File: src/rtl/line_rasterizer_defines.svh
// Assertion macros shared by the line rasterizer modules.
// Each macro expects clk and arst_n to be in scope where it is used.
`ifndef LINE_RASTERIZER_DEFINES_SVH
`define LINE_RASTERIZER_DEFINES_SVH

// Same-cycle implication, disabled while reset is asserted.
`define LR_ASSERT_IMP(label, ante, cons) \
	label: assert property (@(posedge clk) disable iff (!arst_n) (ante) |-> (cons)) \
		else $error("line_rasterizer: same-cycle check failed");

// Next-cycle implication, disabled while reset is asserted.
`define LR_ASSERT_NXT(label, ante, cons) \
	label: assert property (@(posedge clk) disable iff (!arst_n) (ante) |=> (cons)) \
		else $error("line_rasterizer: next-cycle check failed");

`endif

File: src/rtl/lr_pkg.sv
// Shared types, constants and the colour clamp for the line rasterizer.
// No dependencies; used by lr_ctrl, lr_datapath and line_rasterizer.
package lr_pkg;

	localparam int COLOR_IN_W  = 16;
	localparam int COLOR_W     = 8;
	localparam int CHAN_MAX    = 255;
	localparam int FRAME_W     = 7;
	localparam int FRAME_RESET = 64;
	localparam int CFG_INDEX_W = 2;

	typedef enum logic [CFG_INDEX_W-1:0] {
		REG_FRAME_WIDTH  = 2'd0,
		REG_FRAME_HEIGHT = 2'd1
	} lr_reg_t;

	// Controller to datapath.
	typedef struct packed {
		logic load;     // capture a new segment
		logic advance;  // step to the next pixel
	} lr_cmd_t;

	// Datapath to controller.
	typedef struct packed {
		logic last;     // current pixel ends the line
	} lr_status_t;

	function automatic logic [COLOR_W-1:0] clamp_channel(input logic signed [COLOR_IN_W-1:0] v);
		logic [COLOR_W-1:0] r;
		if (v[COLOR_IN_W-1]) begin
			r = '0;
		end else if (v > COLOR_IN_W'(CHAN_MAX)) begin
			r = COLOR_W'(CHAN_MAX);
		end else begin
			r = v[COLOR_W-1:0];
		end
		return r;
	endfunction

endpackage

File: src/rtl/lr_ctrl.sv
// Handshake controller for the line rasterizer: idle / emit state machine.
// Depends on lr_pkg and line_rasterizer_defines.svh.
`include "line_rasterizer_defines.svh"

module lr_ctrl (
	input  logic               clk,
	input  logic               arst_n,
	input  logic               in_valid,
	output logic               in_ready,
	output logic               out_valid,
	input  logic               out_ready,
	input  lr_pkg::lr_status_t status,
	output lr_pkg::lr_cmd_t    cmd
);
	import lr_pkg::*;

	typedef enum logic {
		ST_IDLE,
		ST_EMIT
	} state_t;

	state_t state_q;
	logic   taken_last;

	assign out_valid  = (state_q == ST_EMIT);
	assign taken_last = out_valid && out_ready && status.last;
	// take the next item on the cycle the final pixel leaves
	assign in_ready    = (state_q == ST_IDLE) || taken_last;
	assign cmd.load    = in_valid && in_ready;
	assign cmd.advance = out_valid && out_ready && !status.last;

	always_ff @(posedge clk or negedge arst_n) begin
		if (!arst_n) begin
			state_q <= ST_IDLE;
		end else begin
			case (state_q)
				ST_IDLE: begin
					if (cmd.load) state_q <= ST_EMIT;
				end
				ST_EMIT: begin
					if (taken_last && !cmd.load) state_q <= ST_IDLE;
				end
				default: state_q <= ST_IDLE;
			endcase
		end
	end

	`LR_ASSERT_NXT(a_load_emits, cmd.load, out_valid)
	`LR_ASSERT_IMP(a_no_load_mid_line, cmd.advance, !cmd.load)
	`LR_ASSERT_NXT(a_drain_to_idle, taken_last && !in_valid, !out_valid && in_ready)

endmodule

File: src/rtl/lr_datapath.sv
// Bresenham stepper datapath: segment setup, error term, position, colour
// and frame registers. Depends on lr_pkg and line_rasterizer_defines.svh.
`include "line_rasterizer_defines.svh"

module lr_datapath #(
	parameter int COORD_BITS = 6
) (
	input  logic                                   clk,
	input  logic                                   arst_n,
	input  logic                                   cfg_we,
	input  logic [lr_pkg::CFG_INDEX_W-1:0]         cfg_index,
	input  logic [lr_pkg::FRAME_W-1:0]             cfg_data,
	input  lr_pkg::lr_cmd_t                        cmd,
	output lr_pkg::lr_status_t                     status,
	input  logic [COORD_BITS-1:0]                  start_x,
	input  logic [COORD_BITS-1:0]                  start_y,
	input  logic [COORD_BITS-1:0]                  end_x,
	input  logic [COORD_BITS-1:0]                  end_y,
	input  logic signed [lr_pkg::COLOR_IN_W-1:0]   red_in,
	input  logic signed [lr_pkg::COLOR_IN_W-1:0]   green_in,
	input  logic signed [lr_pkg::COLOR_IN_W-1:0]   blue_in,
	output logic [COORD_BITS-1:0]                  pixel_x,
	output logic [COORD_BITS-1:0]                  pixel_y,
	output logic [lr_pkg::COLOR_W-1:0]             red_out,
	output logic [lr_pkg::COLOR_W-1:0]             green_out,
	output logic [lr_pkg::COLOR_W-1:0]             blue_out,
	output logic                                   inside_res
);
	import lr_pkg::*;

	localparam int EW = COORD_BITS + 3;

	logic [FRAME_W-1:0] frame_width_q, frame_height_q;

	logic signed [COORD_BITS:0] dx, dy;
	logic [COORD_BITS-1:0]      adx, ady, major, minor;
	logic                       x_major, step_up;
	logic signed [EW-1:0]       minor2, major_e, err0, dec0;
	logic [COORD_BITS-1:0]      x0, y0, end0;

	logic [COORD_BITS-1:0] cur_x_q, cur_y_q, end_q;
	logic signed [EW-1:0]  err_q, inc_q, dec_q;
	logic                  x_major_q, step_up_q;
	logic [COLOR_W-1:0]    red_q, green_q, blue_q;

	logic                  minor_step;
	logic [COORD_BITS-1:0] minor_delta;

	// segment setup from the input item
	always_comb begin
		dx      = signed'({1'b0, end_x}) - signed'({1'b0, start_x});
		dy      = signed'({1'b0, end_y}) - signed'({1'b0, start_y});
		adx     = dx[COORD_BITS] ? COORD_BITS'(-dx) : COORD_BITS'(dx);
		ady     = dy[COORD_BITS] ? COORD_BITS'(-dy) : COORD_BITS'(dy);
		x_major = (ady <= adx);
		step_up = (dx[COORD_BITS] && dy[COORD_BITS]) ||
			(!dx[COORD_BITS] && (dx != '0) && !dy[COORD_BITS] && (dy != '0));
		major   = x_major ? adx : ady;
		minor   = x_major ? ady : adx;
		minor2  = signed'(EW'({minor, 1'b0}));
		major_e = signed'(EW'(major));
		err0    = minor2 - major_e;
		dec0    = minor2 - (major_e <<< 1);
		// draw from the endpoint with the lower major coordinate
		if (x_major ? !dx[COORD_BITS] : !dy[COORD_BITS]) begin
			x0   = start_x;
			y0   = start_y;
			end0 = x_major ? end_x : end_y;
		end else begin
			x0   = end_x;
			y0   = end_y;
			end0 = x_major ? start_x : start_y;
		end
	end

	// x-major steps on zero, y-major only on a positive error
	assign minor_step  = x_major_q ? !err_q[EW-1] : (!err_q[EW-1] && (err_q != '0));
	assign minor_delta = step_up_q ? COORD_BITS'(1) : '1;

	always_ff @(posedge clk or negedge arst_n) begin
		if (!arst_n) begin
			frame_width_q  <= FRAME_W'(FRAME_RESET);
			frame_height_q <= FRAME_W'(FRAME_RESET);
		end else if (cfg_we) begin
			case (cfg_index)
				REG_FRAME_WIDTH:  frame_width_q  <= cfg_data;
				REG_FRAME_HEIGHT: frame_height_q <= cfg_data;
				default: ; // drop writes beyond the register list
			endcase
		end
	end

	always_ff @(posedge clk) begin
		if (cmd.load) begin
			cur_x_q   <= x0;
			cur_y_q   <= y0;
			end_q     <= end0;
			err_q     <= err0;
			inc_q     <= minor2;
			dec_q     <= dec0;
			x_major_q <= x_major;
			step_up_q <= step_up;
			red_q     <= clamp_channel(red_in);
			green_q   <= clamp_channel(green_in);
			blue_q    <= clamp_channel(blue_in);
		end else if (cmd.advance) begin
			err_q <= err_q + (minor_step ? dec_q : inc_q);
			if (x_major_q) begin
				cur_x_q <= cur_x_q + COORD_BITS'(1);
				if (minor_step) cur_y_q <= cur_y_q + minor_delta;
			end else begin
				cur_y_q <= cur_y_q + COORD_BITS'(1);
				if (minor_step) cur_x_q <= cur_x_q + minor_delta;
			end
		end
	end

	assign status.last = x_major_q ? (cur_x_q == end_q) : (cur_y_q == end_q);
	assign pixel_x     = cur_x_q;
	assign pixel_y     = cur_y_q;
	assign red_out     = red_q;
	assign green_out   = green_q;
	assign blue_out    = blue_q;
	assign inside_res  = (FRAME_W'(cur_x_q) < frame_width_q) &&
		(FRAME_W'(cur_y_q) < frame_height_q);

	`LR_ASSERT_NXT(a_major_advances,
		cmd.advance && x_major_q,
		cur_x_q == $past(cur_x_q) + COORD_BITS'(1))

endmodule

File: src/rtl/line_rasterizer.sv
// Bresenham line rasterizer: one segment in, one pixel out per out_ready cycle.
// Latency: the first pixel is shown the cycle after the segment is taken.
// A line of N = max(|dx|,|dy|)+1 pixels (1..64) holds the stepper until
// its last pixel leaves; the next segment is taken on that same cycle.
// Reset: controller idle, frame width and height registers set to 64.
module line_rasterizer #(
	parameter int COORD_BITS = 6
) (
	input  logic                                 clk,
	input  logic                                 arst_n,
	input  logic                                 cfg_we,
	input  logic [lr_pkg::CFG_INDEX_W-1:0]       cfg_index,
	input  logic [lr_pkg::FRAME_W-1:0]           cfg_data,
	input  logic                                 in_valid,
	output logic                                 in_ready,
	input  logic [COORD_BITS-1:0]                start_x,
	input  logic [COORD_BITS-1:0]                start_y,
	input  logic [COORD_BITS-1:0]                end_x,
	input  logic [COORD_BITS-1:0]                end_y,
	input  logic signed [lr_pkg::COLOR_IN_W-1:0] red_in,
	input  logic signed [lr_pkg::COLOR_IN_W-1:0] green_in,
	input  logic signed [lr_pkg::COLOR_IN_W-1:0] blue_in,
	output logic                                 out_valid,
	input  logic                                 out_ready,
	output logic [COORD_BITS-1:0]                pixel_x,
	output logic [COORD_BITS-1:0]                pixel_y,
	output logic [lr_pkg::COLOR_W-1:0]           red_out,
	output logic [lr_pkg::COLOR_W-1:0]           green_out,
	output logic [lr_pkg::COLOR_W-1:0]           blue_out,
	output logic                                 inside_res,
	output logic                                 last
);
	import lr_pkg::*;

	lr_cmd_t    cmd;
	lr_status_t status;

	assign last = status.last;

	lr_ctrl u_ctrl (
		.clk       (clk),
		.arst_n    (arst_n),
		.in_valid  (in_valid),
		.in_ready  (in_ready),
		.out_valid (out_valid),
		.out_ready (out_ready),
		.status    (status),
		.cmd       (cmd)
	);

	lr_datapath #(
		.COORD_BITS (COORD_BITS)
	) u_datapath (
		.clk        (clk),
		.arst_n     (arst_n),
		.cfg_we     (cfg_we),
		.cfg_index  (cfg_index),
		.cfg_data   (cfg_data),
		.cmd        (cmd),
		.status     (status),
		.start_x    (start_x),
		.start_y    (start_y),
		.end_x      (end_x),
		.end_y      (end_y),
		.red_in     (red_in),
		.green_in   (green_in),
		.blue_in    (blue_in),
		.pixel_x    (pixel_x),
		.pixel_y    (pixel_y),
		.red_out    (red_out),
		.green_out  (green_out),
		.blue_out   (blue_out),
		.inside_res (inside_res)
	);

endmodule
File: config.mk
export PLATFORM = sky130hd
export DESIGN_NAME = line_rasterizer
export DESIGN_NICKNAME = d
export VERILOG_FILES = /design/src/rtl/lr_pkg.sv /design/src/rtl/lr_ctrl.sv /design/src/rtl/lr_datapath.sv /design/src/rtl/line_rasterizer.sv
export VERILOG_INCLUDE_DIRS = /design/src /design/src/rtl
export SDC_FILE = /design/constraint.sdc
export NUM_CORES = 1
export LEC_CHECK = 0
export ABC_AREA = 1
export BUFFER_PORTS_ARGS = -buffer_cell sky130_fd_sc_hd__buf_4
export CORE_ASPECT_RATIO = 0.5
export CORE_UTILIZATION = 45
export CTS_CLUSTER_SIZE = 12
export DETAILED_ROUTE_END_ITERATION = 7
export MAX_ROUTING_LAYER = met4
export PLACE_DENSITY = 0.67
export REMOVE_ABC_BUFFERS = 1
export SLEW_MARGIN = 10
export SYNTH_ARGS = -nofsm -noshare
export SYNTH_HDL_FRONTEND = slang
export SYNTH_SLANG_ARGS = --single-unit
File: constraint.sdc
create_clock -name clk -period 5.8 [get_ports clk]
set_clock_uncertainty 0.1 [all_clocks]
set_input_delay 1.16 -clock clk [delete_from_list [all_inputs] [get_ports clk]]
set_output_delay 1.16 -clock clk [all_outputs]
set_load 0.02 [all_outputs]
==> results.py <==
metrics = {
    "setup_path": {
        "endpoint_kind": "flop",
        "timing.critical_path.slowest_stage_cell": "fa_1",
        "worst_r2r_path_depth": 14,
        "criticalPathCategory": "in2reg",
        "arrival_ps": 5270,
        "r2r-end": "u_datapath.err_q[8]$_DFFE_PP_",
        "reg2reg_setup_slack_ps": 2340,
        "critPathMostFrequentCell": "nand2_1",
        "worst_path_largest_cell_delay_ps": 410,
        "crit_required_ps": 5770,
        "max_fo_critical_path": 10,
        "critPathLaunchType": "input pin",
        "reg2reg_from": "u_datapath.err_q[4]$_DFFE_PP_",
    },
    "power": {
        "leakagePower_nw": 3.77,
        "totalPowerFinal_w": 0.00350,
        "ir_drop_mv": 0.193,
        "power_per_cell_area_nw_per_um2": 451,
    },
    "floorplan": {
        "floorplan.rows": 30,
        "die-height_um": 85.9,
        "start_util_pct": 46.4,
        "floorplan.die_area_um2": 14600,
        "floorplan.die.width_um": 170,
        "core-area_um2": 13700,
        "io_pins": 126,
    },
    "clock_network": {
        "clock_tree.htree_level_count": 3,
        "clk_root_buffer_cell": "clkbuf_16",
        "cts.sink_count": 81,
        "cts_buffer_depth": 2,
        "worst_setup_hold_path_clk_slew_ps": 70,
        "clock_insertion_delay_worst_skew_ps": 330,
        "cts_tree": "yes",
        "hold_buf_count_cts": 0,
        "cts-buffers-inserted": 9,
    },
    "global_routing": {
        "grt_antenna_before_repair": 0,
        "grt_overflow": 0,
        "globalRouteTotalUtil_pct": 22.4,
        "grt_pass1_vias": 5198,
        "grt_start_max_net_pins": 45,
        "wire_length_of_the_first_global_routing_pass_um": 25000,
    },
    "routing": {
        "drc_errors": 0,
        "firstDrtPassIters": 4,
        "antenna_left": 0,
        "drt_first_iter_violations": 364,
        "viasPerCell": 4.96,
        "via_count": 5456,
        "avgRoutedWirePerCell_um": 14.1,
        "drt-total-wl_um": 15500,
    },
    "hold_path": {
        "holdCritStartpoint": "u_datapath.frame_height_q[4]$_DFFE_PN0P_",
        "hold-path-endpoint": "u_datapath.frame_height_q[4]$_DFFE_PN0P_",
        "holdCritPathClass": "reg2reg",
        "worst_hold_path.num_cells": 2,
    },
    "synthesis": {
        "synthesis.area_per_instance_um2": 8.16,
        "synth-async-reset-ratio_pct": 18.5,
        "ys_flop_type": "edfxtp_1",
        "mappedNetlistArea_um2": 6340,
        "synthMostInstantiatedCell": "nand2_1",
        "yosysTopAreaCellShare_pct": 31.3,
        "yosys_warnings": 0,
        "postSynthCellCount": 777,
        "synth-seq-cells": 81,
        "synth.top_cells.by_area": "edfxtp_1 31%, nand2_1 11%, ha_1 9.7%",
        "ys_types": 53,
        "synth-edff-count": 66,
        "synth_top_cells_by_count": "185 x nand2_1, 126 x inv_1, 66 x edfxtp_1, 50 x a21oi_1, 50 x o21ai_0",
        "yosys.area.top_type": "edfxtp_1",
        "ys_seq_area_share_pct": 37.2,
    },
    "timing": {
        "grt_setup_unrepaired": "false",
        "timing.max_slew.rel_slack_pct": 45.6,
        "hold_viol_final": 0,
        "final_layout_setup_total_negative_slack_ps": 0,
        "fmax_mhz": 189,
        "period_minus_slack_ps": 5300,
        "report.final.slew_viol_count": 0,
        "period_share_pct": 91.4,
        "fin_hold_ws_ps": 391,
        "worst_pin_slew_ps": 810,
        "finalSetupViolations": 0,
    },
    "finish": {
        "share_of_final_layout_standard_cells_stronger_than_drive_strength_1_pct": 23.3,
        "final_layout_fill_cell_count": 1288,
        "antenna_cells": 0,
        "layout.nets": 1043,
        "sequential_cell_area_um2": 2360,
        "multi_input_comb_area_um2": 3350,
        "syn_to_final_growth_pct": 22.4,
    },
    "placed_design": {
        "detail_placement_hpwl_um": 12300,
        "port_buffers": 125,
        "place_congestion": 0.898,
    },
    "status": {
        "status": "complete, no violations",
    },
    "run": {
        "drv.max_cap_violation_count": 0,
    },
}
[cell type report]
cell class,count,area share (%)
multi-input combinational,542,43.2
sequential,81,30.4
timing repair buffer,132,12.8
inverter,136,6.61
tap,192,3.10
clock buffer,9,2.90
clock inverter,7,0.984
[metal layers]
metal	share of wire, %	wire length [µm]	GRT usage [%]	vias up
met1	48	7440	29.6	2513
li1	-	-	-	2819
met3	4.4	676	3.74	10
met2	47	7270	36.5	114
met5	0	0	-	-
met4	0.66	102	4.59	0
[metrics by stage]
stage               utilization [%]  setup WS, ps  instances  cell area [µm²]
detailed placement             54.6           163       1083             7460
finish                         56.8           498       1099             7760
CTS                            56.8           452       1099             7760
global placement               54.6           225       1083             7460
floorplan                         -           508        759             6230
global route                   56.8          11.9       1099             7760
[how the worst max path moves through the flow]
| stage | from | end | slack [ps] |
|---|---|---|---|
| detailed placement | end_x[0] | u_datapath.err_q[8]$_DFFE_PP_ | 160 |
| global route | end_x[0] | u_datapath.err_q[8]$_DFFE_PP_ | 10 |
| CTS | end_x[0] | u_datapath.err_q[8]$_DFFE_PP_ | 450 |
| global placement | end_x[0] | u_datapath.err_q[4]$_DFFE_PP_ | 220 |
| finish | end_x[0] | u_datapath.err_q[4]$_DFFE_PP_ | 500 |
| floorplan | end_y[0] | u_datapath.err_q[7]$_DFFE_PP_ | 510 |
[cells in the final DEF, fill, tap and decap left out, types with 7 or more instances in the layout]
master and instances:
nand2_1 185, buf_4 132, inv_1 126, edfxtp_1 66, a21oi_1 50, o21ai_0 49
ha_1 49, nand3_1 41, nor2_1 27, xor2_1 21, nand2_2 15, dfrtp_1 13
o21ai_1 12, mux2_2 11, xnor2_1 10, clkbuf_16 9, o211ai_1 8, inv_2 7
[critical path, delay by kind of cell]
family	cells	cell delay, ps
simple gates	10	900
xor+xnor	2	310
buf+inv	6	460
fa+ha+maj	4	1330
compound gates	6	1100
[power breakdown]
part	leakage, nW	internal, W	switching [W]
registers	0.787	0.000814	0.0000768
clock network	0.150	0.000338	0.000241
logic	2.84	0.000801	0.00123
total	3.77	0.00195	0.00155
[what timing repair did]
| item | in CTS | in global routing |
|---|---|---|
| resized for setup | 0 | 1 |
| buffers inserted | 0 | 0 |
| endpoints found under the setup margin | 0 | 2 |
[kinds of logic after synthesis]
group,count (synthesis),share of synthesized area [%]
and+or+nand+nor,301,22.1
AOI/OAI and AO/OA,144,13.0
adders and majority gates,55,11.6
buffers and inverters,154,9.85
xor gates and xnor gates,31,4.28
muxes,11,1.95
DFF,81,37.2
[flip-flops by register name, indices dropped and copies added, names as in the netlist, 7 cells and up]
name,cells
u_datapath.frame_width_q,7
u_datapath.dec_q,7
u_datapath.err_q,9
u_datapath.green_out,8
u_datapath.frame_height_q,7
u_datapath.blue_out,8
u_datapath.red_out,8
No activity file was read; power rests on OpenSTA's default activity.
